`src/hdl/fsbc_pkg.sv`:
```
// Shared types and constants for the frustum sphere/box culling block.
package fsbc_pkg;

   // Number of plane registers on the configuration port.
   localparam int REG_COUNT = 6;
   // Default number of planes in the chain.
   localparam int PLANE_COUNT_DEF = 6;
   // Configuration port widths.
   localparam int CSR_INDEX_W = 3;
   localparam int CSR_DATA_W = 64;
   // Coordinate and coefficient widths.
   localparam int COORD_W = 16;
   localparam int RADIUS_W = 15;
   localparam int PROD_W = 32;
   // Exact plane distance in Q.22 fits in 33 signed bits; 34 are kept.
   localparam int DIST_W = 34;
   localparam int DEPTH_W = 20;
   localparam int VERDICT_W = 2;
   localparam int FRAC_SHIFT = 14;

   // Verdict codes.
   localparam logic [VERDICT_W-1:0] VERDICT_OUTSIDE = 2'd0;
   localparam logic [VERDICT_W-1:0] VERDICT_PARTIAL = 2'd1;
   localparam logic [VERDICT_W-1:0] VERDICT_INSIDE = 2'd2;

   // Function codes.
   localparam logic FUNC_SPHERE = 1'b0;
   localparam logic FUNC_BOX = 1'b1;

   // One bounding volume as it travels down the chain.
   typedef struct packed {
      logic                       func;
      logic signed [COORD_W-1:0]  ax;
      logic signed [COORD_W-1:0]  ay;
      logic signed [COORD_W-1:0]  az;
      logic signed [COORD_W-1:0]  bx;
      logic signed [COORD_W-1:0]  by;
      logic signed [COORD_W-1:0]  bz;
      logic [RADIUS_W-1:0]        radius;
   } item_type;

   // Running classification gathered plane by plane.
   typedef struct packed {
      logic outside;   // sphere reached or crossed a plane from the back
      logic all_in;    // sphere clear of every plane so far
      logic visible;   // box has a corner in front of every plane so far
   } flags_type;

endpackage

```
`src/hdl/fsbc_cell.sv`:
```
// One plane cell of the culling chain: holds a plane and tests each passing word against it.
module fsbc_cell #(
   parameter int CELL_INDEX = 0
) (
   input  logic                                clock,
   input  logic                                reset,
   input  logic                                advance,
   input  logic                                csr_we,
   input  logic [fsbc_pkg::CSR_INDEX_W-1:0]    csr_index,
   input  logic [fsbc_pkg::CSR_DATA_W-1:0]     csr_wdata,
   input  logic                                in_valid,
   input  fsbc_pkg::item_type                  in_item,
   input  fsbc_pkg::flags_type                 in_flags,
   output logic                                out_valid,
   output fsbc_pkg::item_type                  out_item,
   output fsbc_pkg::flags_type                 out_flags,
   output logic signed [fsbc_pkg::DIST_W-1:0]  out_dist
);
   import fsbc_pkg::*;

   logic [CSR_DATA_W-1:0] plane;
   logic signed [COORD_W-1:0] nx, ny, nz, dofs;
   logic signed [COORD_W-1:0] sel_x, sel_y, sel_z;
   logic is_box;

   logic signed [PROD_W-1:0] prod_x_ff, prod_x_in;
   logic signed [PROD_W-1:0] prod_y_ff, prod_y_in;
   logic signed [PROD_W-1:0] prod_z_ff, prod_z_in;
   item_type  mid_item_ff;
   flags_type mid_flags_ff;
   logic      mid_valid_ff;

   logic signed [DIST_W-1:0] dist_in, dist_ff;
   logic signed [DIST_W-1:0] r22, neg_r22;
   flags_type flags_in, flags_ff;
   item_type  item_ff;
   logic      valid_ff;

   // Plane register; cells past the register file see an all-zero plane.
   generate
      if (CELL_INDEX < REG_COUNT) begin : g_reg
         logic [CSR_DATA_W-1:0] plane_ff, plane_in;
         always_comb begin
            plane_in = plane_ff;
            if (csr_we && csr_index == CSR_INDEX_W'(CELL_INDEX)) begin
               plane_in = csr_wdata;
            end
         end
         always_ff @(posedge clock) begin
            if (reset) begin
               plane_ff <= '0;
            end else begin
               plane_ff <= plane_in;
            end
         end
         assign plane = plane_ff;
      end else begin : g_zero
         assign plane = '0;
      end
   endgenerate

   assign nx   = plane[15:0];
   assign ny   = plane[31:16];
   assign nz   = plane[47:32];
   assign dofs = plane[63:48];

   // Box mode takes the corner farthest along the normal, one axis at a time.
   assign is_box = (in_item.func == FUNC_BOX);

   always_comb begin
      sel_x = in_item.ax;
      sel_y = in_item.ay;
      sel_z = in_item.az;
      if (is_box) begin
         if (nx[COORD_W-1] != (in_item.bx > in_item.ax)) begin
            sel_x = in_item.bx;
         end
         if (ny[COORD_W-1] != (in_item.by > in_item.ay)) begin
            sel_y = in_item.by;
         end
         if (nz[COORD_W-1] != (in_item.bz > in_item.az)) begin
            sel_z = in_item.bz;
         end
      end
   end

   assign prod_x_in = nx * sel_x;
   assign prod_y_in = ny * sel_y;
   assign prod_z_in = nz * sel_z;

   // First stage: the three products.
   always_ff @(posedge clock) begin
      if (reset) begin
         mid_valid_ff <= 1'b0;
      end else if (advance) begin
         mid_valid_ff <= in_valid;
      end
   end

   always_ff @(posedge clock) begin
      if (advance) begin
         prod_x_ff    <= prod_x_in;
         prod_y_ff    <= prod_y_in;
         prod_z_ff    <= prod_z_in;
         mid_item_ff  <= in_item;
         mid_flags_ff <= in_flags;
      end
   end

   // Second stage: sum to the exact distance and update the classification.
   assign r22 = {{(DIST_W-RADIUS_W-FRAC_SHIFT){1'b0}}, mid_item_ff.radius,
                 {FRAC_SHIFT{1'b0}}};
   assign neg_r22 = -r22;
   assign dist_in = {{(DIST_W-PROD_W){prod_x_ff[PROD_W-1]}}, prod_x_ff}
                  + {{(DIST_W-PROD_W){prod_y_ff[PROD_W-1]}}, prod_y_ff}
                  + {{(DIST_W-PROD_W){prod_z_ff[PROD_W-1]}}, prod_z_ff}
                  + {{(DIST_W-COORD_W-FRAC_SHIFT){dofs[COORD_W-1]}}, dofs,
                     {FRAC_SHIFT{1'b0}}};

   always_comb begin
      flags_in = mid_flags_ff;
      if (mid_item_ff.func == FUNC_BOX) begin
         if (!(dist_in > 0)) begin
            flags_in.visible = 1'b0;
         end
      end else begin
         if (dist_in <= neg_r22) begin
            flags_in.outside = 1'b1;
         end
         if (!(dist_in > r22)) begin
            flags_in.all_in = 1'b0;
         end
      end
   end

   always_ff @(posedge clock) begin
      if (reset) begin
         valid_ff <= 1'b0;
      end else if (advance) begin
         valid_ff <= mid_valid_ff;
      end
   end

   always_ff @(posedge clock) begin
      if (advance) begin
         dist_ff  <= dist_in;
         flags_ff <= flags_in;
         item_ff  <= mid_item_ff;
      end
   end

   assign out_valid = valid_ff;
   assign out_item  = item_ff;
   assign out_flags = flags_ff;
   assign out_dist  = dist_ff;

endmodule

```
`config.mk`:
```
export PLATFORM = sky130hd
export DESIGN_NAME = fsbc_cell
export DESIGN_NICKNAME = d
export VERILOG_FILES = /design/src/hdl/fsbc_pkg.sv /design/src/hdl/fsbc_cell.sv
export SDC_FILE = /design/constraint.sdc
export NUM_CORES = 2
export LEC_CHECK = 0
export BUFFER_PORTS_ARGS = -buffer_cell sky130_fd_sc_hd__buf_2
export CORE_MARGIN = 5
export CORE_UTILIZATION = 49
export CTS_CLUSTER_DIAMETER = 40
export DETAILED_ROUTE_END_ITERATION = 12
export GPL_TIMING_DRIVEN = 0
export PLACE_DENSITY_LB_ADDON = 0.12
export SYNTH_ARGS = -nofsm -noshare
export SYNTH_HDL_FRONTEND = slang
export SYNTH_SLANG_ARGS = --single-unit
```
`constraint.sdc`:
```
create_clock -name clock -period 13.8 [get_ports clock]
set_clock_uncertainty 0.1 [all_clocks]
set_input_delay 0.69 -clock clock [delete_from_list [all_inputs] [get_ports clock]]
set_output_delay 0.69 -clock clock [all_outputs]
set_load 0.01 [all_outputs]
```
# Word-level counts from Yosys, hierarchy flattened
# Cells that the tools add are included.
# word_totals
register_bits	426
inputBits	187
elab_cells	58
# op_classes
addsub	4
multipliers	3
order_cmp	6
eq_ne	3
n_mux	11
n_reduce_logical	2
# ops
cell	n
16-bit by 16-bit multiplier with 32-bit output	3
16-bit 2-to-1 mux	6
16-bit > comparator	3
33-bit by 32-bit adder with 34-bit output	1
34-bit adder	1
34-bit by 1-bit > comparator with 1-bit output, second input constant	1
34-bit by 30-bit > comparator with 1-bit output	1
34-bit less-or-equal comparator	1
29-bit negation with 34-bit output	1
32-bit by 32-bit adder with 33-bit output	1
1-bit 2-to-1 mux	4
3-bit logical NOT	1
1-bit inequality test	3
2-bit 2-to-1 mux	1
1-bit logical AND	1

# Logic depth before layout (Yosys ltp)
# depth
depth_word	6
mapped_depth	37

# Worst setup path after synthesis
# Ideal clock, no wire load.
# synth_path
path_kind	input to register
from	in in_item[104] (netlist bit)
to	reg prod_x_ff[31] (data pin)
setup_ps	262
arrival_ps	8804
t_required_ps	13438
slack_ps	4633
cell_stages	34
cell_sequence	inv_1 > ha_1 > a21o_1 > a21o_1 > a21oi_1 > o211ai_1 > a21oi_1 > mux2i_1 > xor2_1 > and2_1 > clkbuf_1 > clkbuf_1 > o21ai_1 > clkbuf_1 > and2_1 > fa_1 > fa_1 > fa_1 > fa_1 > fa_1 > inv_1 > fa_1 > inv_1 > ha_1 > a21oi_1 > o21ai_0 > a22o_1 > a41o_1 > o41ai_1 > o311a_1 > nor3_1 > a21o_1 > a21oi_1 > xor2_1
# synth_between
elab_chain_len	5
# synth_lines
item	line_no	rtl
start, declared	fsbc_cell.sv:12	input fsbc_pkg::item_type in_item,
16-bit > comparator	fsbc_cell.sv:75	if (nx[COORD_W-1] != (in_item.bx > in_item.ax)) begin
1-bit inequality test	fsbc_cell.sv:75	
16-bit 2-to-1 mux	fsbc_cell.sv:75	
16-bit 2-to-1 mux (*)	fsbc_cell.sv:74	if (is_box) begin
16-bit by 16-bit multiplier with 32-bit output (*)	fsbc_cell.sv:87	assign prod_x_in = nx * sel_x;
net prod_x_in[31]	fsbc_cell.sv:26	logic signed [PROD_W-1:0] prod_x_ff, prod_x_in;
end signal, assigned	fsbc_cell.sv:102	prod_x_ff <= prod_x_in;
end, declared	fsbc_cell.sv:26	
# Mark *: on every way through the listed nets, which the timed path passes. The rest lies on a longest branch.
# A chain may end at the register's enable or synchronous reset.

# Worst setup path after layout
# layout_path
from	in in_item[64] (netlist bit)
to	reg prod_z_ff[31] (data pin)
# layout_between
elab_chain_len	5
# layout_lines
item	line_no	rtl
16-bit > comparator	fsbc_cell.sv:81	if (nz[COORD_W-1] != (in_item.bz > in_item.az)) begin
1-bit inequality test	fsbc_cell.sv:81	
16-bit 2-to-1 mux	fsbc_cell.sv:81	
16-bit 2-to-1 mux (*)	fsbc_cell.sv:74	
16-bit by 16-bit multiplier with 32-bit output (*)	fsbc_cell.sv:89	assign prod_z_in = nz * sel_z;
net prod_z_in[31]	fsbc_cell.sv:28	logic signed [PROD_W-1:0] prod_z_ff, prod_z_in;
end signal, assigned	fsbc_cell.sv:104	prod_z_ff <= prod_z_in;
end, declared	fsbc_cell.sv:28	
# Marked as above.

==> summary.md <==
| Metric | Value |
|---|---|
| Initial Utilization | `0.492` |
| Hold WC Path Type | `input pin to flip-flop` |
| Synth Register Bits | `426` |
| # Max-Cap Violations | `0` |
| Worst R2R Setup Slack | `3810 ps` |
| Number of flops mapped to enable cells by yosys | `360` |
| Layout cell share with drive strength beyond 1 | `0.102` |
| Row count | `115` |
| Multi-input gate area | `0.0322 sq mm` |
| Clock buffer depth | `3` |
| Layout Utilization | `0.551` |
| Postcts setup bufs | `0` |
| Clk sinks | `426` |
| Initial antenna violation count | `13` |
| Drt first pass iters | `5` |
| Final hold violation count | `0` |
| Yosys top cell by area | `fa_1` |
| CP Max Fanout | `10` |
| Syn avg cell area | `10.5 sq um` |
| Largest net degree at the start of global routing | `122` |
| YS warnings | `0` |
| Worst reg2reg path endpoint | `prod_z_ff[31]$_DFFE_PP_` |
| Worst setup path endpoint | `prod_z_ff[31]$_DFFE_PP_` |
| Number of gates resized after cts | `0` |
| CP max stage delay | `760 ps` |
| Syn Nets | `5991` |
| Lkg Pwr | `25.7 nW` |
| Die area | `0.105 sq mm` |
| Post-Syn Instances | `4592` |
| Yosys top cell area share | `0.347` |
| Seq/Total Area, Yosys | `0.251` |
| Drt via density | `5.28` |
| Hold_buf cts | `0` |
| # fillers | `8842` |
| Largest cells by area after synthesis | `fa_1 35%, edfxtp_1 22%, ha_1 9.7%, inv_1 7.2%, nand2_1 3.9%` |
| Status | `finished, final reports clean` |
| # setup viols final | `0` |
| H-tree depth | `3` |
| Post-Route WL | `130000 microns` |
| Clk Latency, worst-skew pair | `650 ps` |
| Startpoint types | `input pin` |
| Initial drt markers | `2079` |
| Main synth FF type | `edfxtp_1` |
| Placer Congestion | `0.949` |
| Reg2Reg Depth | `28` |
| Crit Path Class | `input pin to flip-flop` |
| Synthesized cell area | `0.0483 sq mm` |
| Antenna-violating nets left | `0` |
| Port Buffers | `335` |
| RR Startpoint | `g_reg.plane_ff[47]$_SDFFE_PP0P_` |
| Slew Limit Fails | `0` |
| Routed len/inst | `20.4 microns` |
| WP data arrival | `10990 ps` |
| Synth unique cells | `71` |
| CP max-delay cell | `mux2i_1` |
| CP startpoint | `in_item[64]` |
| Worst hold stages | `1` |
| CORE AREA | `0.0981 sq mm` |
| Number of global-route vias before repair | `34800` |
| Register Area | `0.0121 sq mm` |
| Slew headroom | `0.0316` |
| Worst Path Required | `14040 ps` |
| Max Fclk | `93.0 MHz` |
| Period minus WS final | `10760 ps` |
| DPL Wire Length | `107000 microns` |
| NumNets Final | `6401` |
| RSZ-0062 raised after global routing | `no` |
| CTS tree | `built` |
| Die Ht | `324 microns` |
| Pwr dens | `142 mW/mm^2` |
| Crit end category | `flip-flop` |
| Residual DRC | `0` |
| All-Layer GR Usage | `0.252` |
| Cell repeated most along the worst path | `fa_1` |
| Period utilization | `0.779` |
| Worst-margin pin slew | `1410 ps` |
| Number of CTS-inserted buffers | `70` |
| GR Overflow Total | `0` |
| # IOs | `337` |
| VDD IR max | `266 uV` |
| Area grow syn2layout | `11.8%` |
| Die X | `324 microns` |
| CTS Root Cell | `clkbuf_16` |
| Setup TNS | `0 ps` |
| Ys async rst share | `0` |
| First-pass GRT wire length | `201000 microns` |
| Routed via count | `33500` |
| Clock-pin slew on the worst setup and hold paths | `60 ps` |
-- flip-flops by register name, summed over array words and instances (netlist names) --
signal / flops
g_reg.plane_ff: 64
mid_flags_ff: 3
mid_item_ff: 112
mid_valid_ff: 1
out_dist: 34
out_flags: 3
out_item: 112
out_valid: 1
prod_x_ff: 32
prod_y_ff: 32
prod_z_ff: 32
-- routing by layer --
| layer | global-route usage | wire, microns | up-vias |
|---|---|---|---|
| met4 | 0.0861 | 4570 | 8 |
| met2 | 0.407 | 61100 | 985 |
| met5 | 0 | 45 | - |
| met3 | 0.0457 | 9070 | 182 |
| met1 | 0.348 | 54900 | 17100 |
| li1 | - | - | 15300 |
-- where the power goes --
group	switching, mW	internal [mW]
clock	0.679	1.03
sequential	0.102	1.71
combinational	2.65	1.52
total	3.43	4.26
-- cell usage after synthesis (4+ instances only) --
cell type,number
o21a_1,26
fa_1,838
inv_1,921
o2111ai_1,4
o31a_1,4
clkbuf_1,124
and2_1,162
or3_1,4
a21o_1,52
nand4_1,24
nand2b_1,43
nand3_1,46
o21ai_1,21
a211o_1,7
o21ai_0,61
mux2_2,11
and3_1,11
edfxtp_1,360
or4_1,8
a211oi_1,20
a31oi_1,12
o211ai_1,7
a21oi_1,184
or2_2,11
dfxtp_1,66
a2111oi_0,5
ha_1,374
xor2_1,34
buf_2,20
mux2i_1,15
nand2_1,504
nor2b_1,254
nor3_1,35
o21bai_1,18
xnor2_1,113
o31ai_1,7
nor2_1,121
nor4_1,11
-- layout make-up --
cell class / instances / area share
Tap cell: 1287 / 0.0298
Buffer: 145 / 0.0107
Clock inverter: 53 / 0.00966
Clock buffer: 73 / 0.0332
Multi-Input combinational cell: 3100 / 0.595
Sequential cell: 426 / 0.225
Antenna cell: 7 / 0.000324
Timing Repair Buffer: 338 / 0.0327
Inverter: 921 / 0.0640
-- metrics by stage --
step	hold slack, ps	worst slack, ps	instances	area [sq um]	power, mW
6_report	131	3040	6350	54000	7.69
5_1_grt	97.4	2460	6343	54000	8.26
4_1_cts	78.7	3090	6343	54000	7.72
3_5_place_dp	305	2450	6217	51700	5.97
3_3_place_gp	300	1730	6214	51600	5.93
2_1_floorplan	300	4630	4592	48300	4.53
-- cell usage in the layout (no fill, tap or decap), types with 8 or more instances in the layout --
cell type	synthesis	final
ha_1	374	374
a21oi_1	184	184
nand2_1	504	504
a31oi_1	12	12
or4_1	8	8
fa_1	838	838
a211oi_1	20	20
nor2_1	121	121
xor2_1	34	34
and2_1	162	162
clkinv_2	0	9
nand2b_1	43	43
inv_6	0	13
clkbuf_16	0	71
inv_1	921	921
nor4_1	11	11
o21bai_1	18	18
nor3_1	35	35
clkbuf_1	124	122
dfxtp_1	66	66
clkinv_4	0	11
mux2_2	11	11
a21o_1	52	52
buf_2	20	354
or2_2	11	11
o21a_1	26	26
and3_1	11	11
nand4_1	24	24
nand3_1	46	46
mux2i_1	15	15
o21ai_0	61	60
edfxtp_1	360	360
o21ai_1	21	22
xnor2_1	113	113
nor2b_1	254	254
-- worst min path at each step --
| stage | from | end | slack, ps |
|---|---|---|---|
| final | in_item[109] | mid_item_ff[109]$_DFFE_PP_ | 130 |
| after global routing | in_item[109] | mid_item_ff[109]$_DFFE_PP_ | 100 |
| after CTS | in_item[109] | mid_item_ff[109]$_DFFE_PP_ | 80 |
| after detailed placement | mid_item_ff[39]$_DFFE_PP_ | out_item[39]$_DFFE_PP_ | 300 |
| after floorplan | mid_item_ff[100]$_DFFE_PP_ | out_item[100]$_DFFE_PP_ | 300 |
| after global placement | mid_item_ff[31]$_DFFE_PP_ | out_item[31]$_DFFE_PP_ | 300 |
-- worst max-delay path, delay by kind of cell --
family                     cells  cell delay [ps]
AOI/OAI and AO/OA             16             4050
xor gates and xnor gates       1              320
buffers and inverters          8             1310
and+or+nand+nor                2              260
muxes                          1              760
adders and majority gates      8             3590
-- cells by family (layout without fill, tap and decap cells) --
group	after synthesis	after routing	synth area share
other	0	7	0
AO/OA/AOI/OAI	469	469	0.0609
adder cells (fa/ha/maj)	1212	1212	0.444
flip-flops	426	426	0.251
buffers and inverters	1066	1530	0.0834
AND/OR/NAND/NOR	1244	1244	0.127
multiplexers	28	28	0.00660
XOR/XNOR	147	147	0.0266
(Power assumes the default switching activity.)
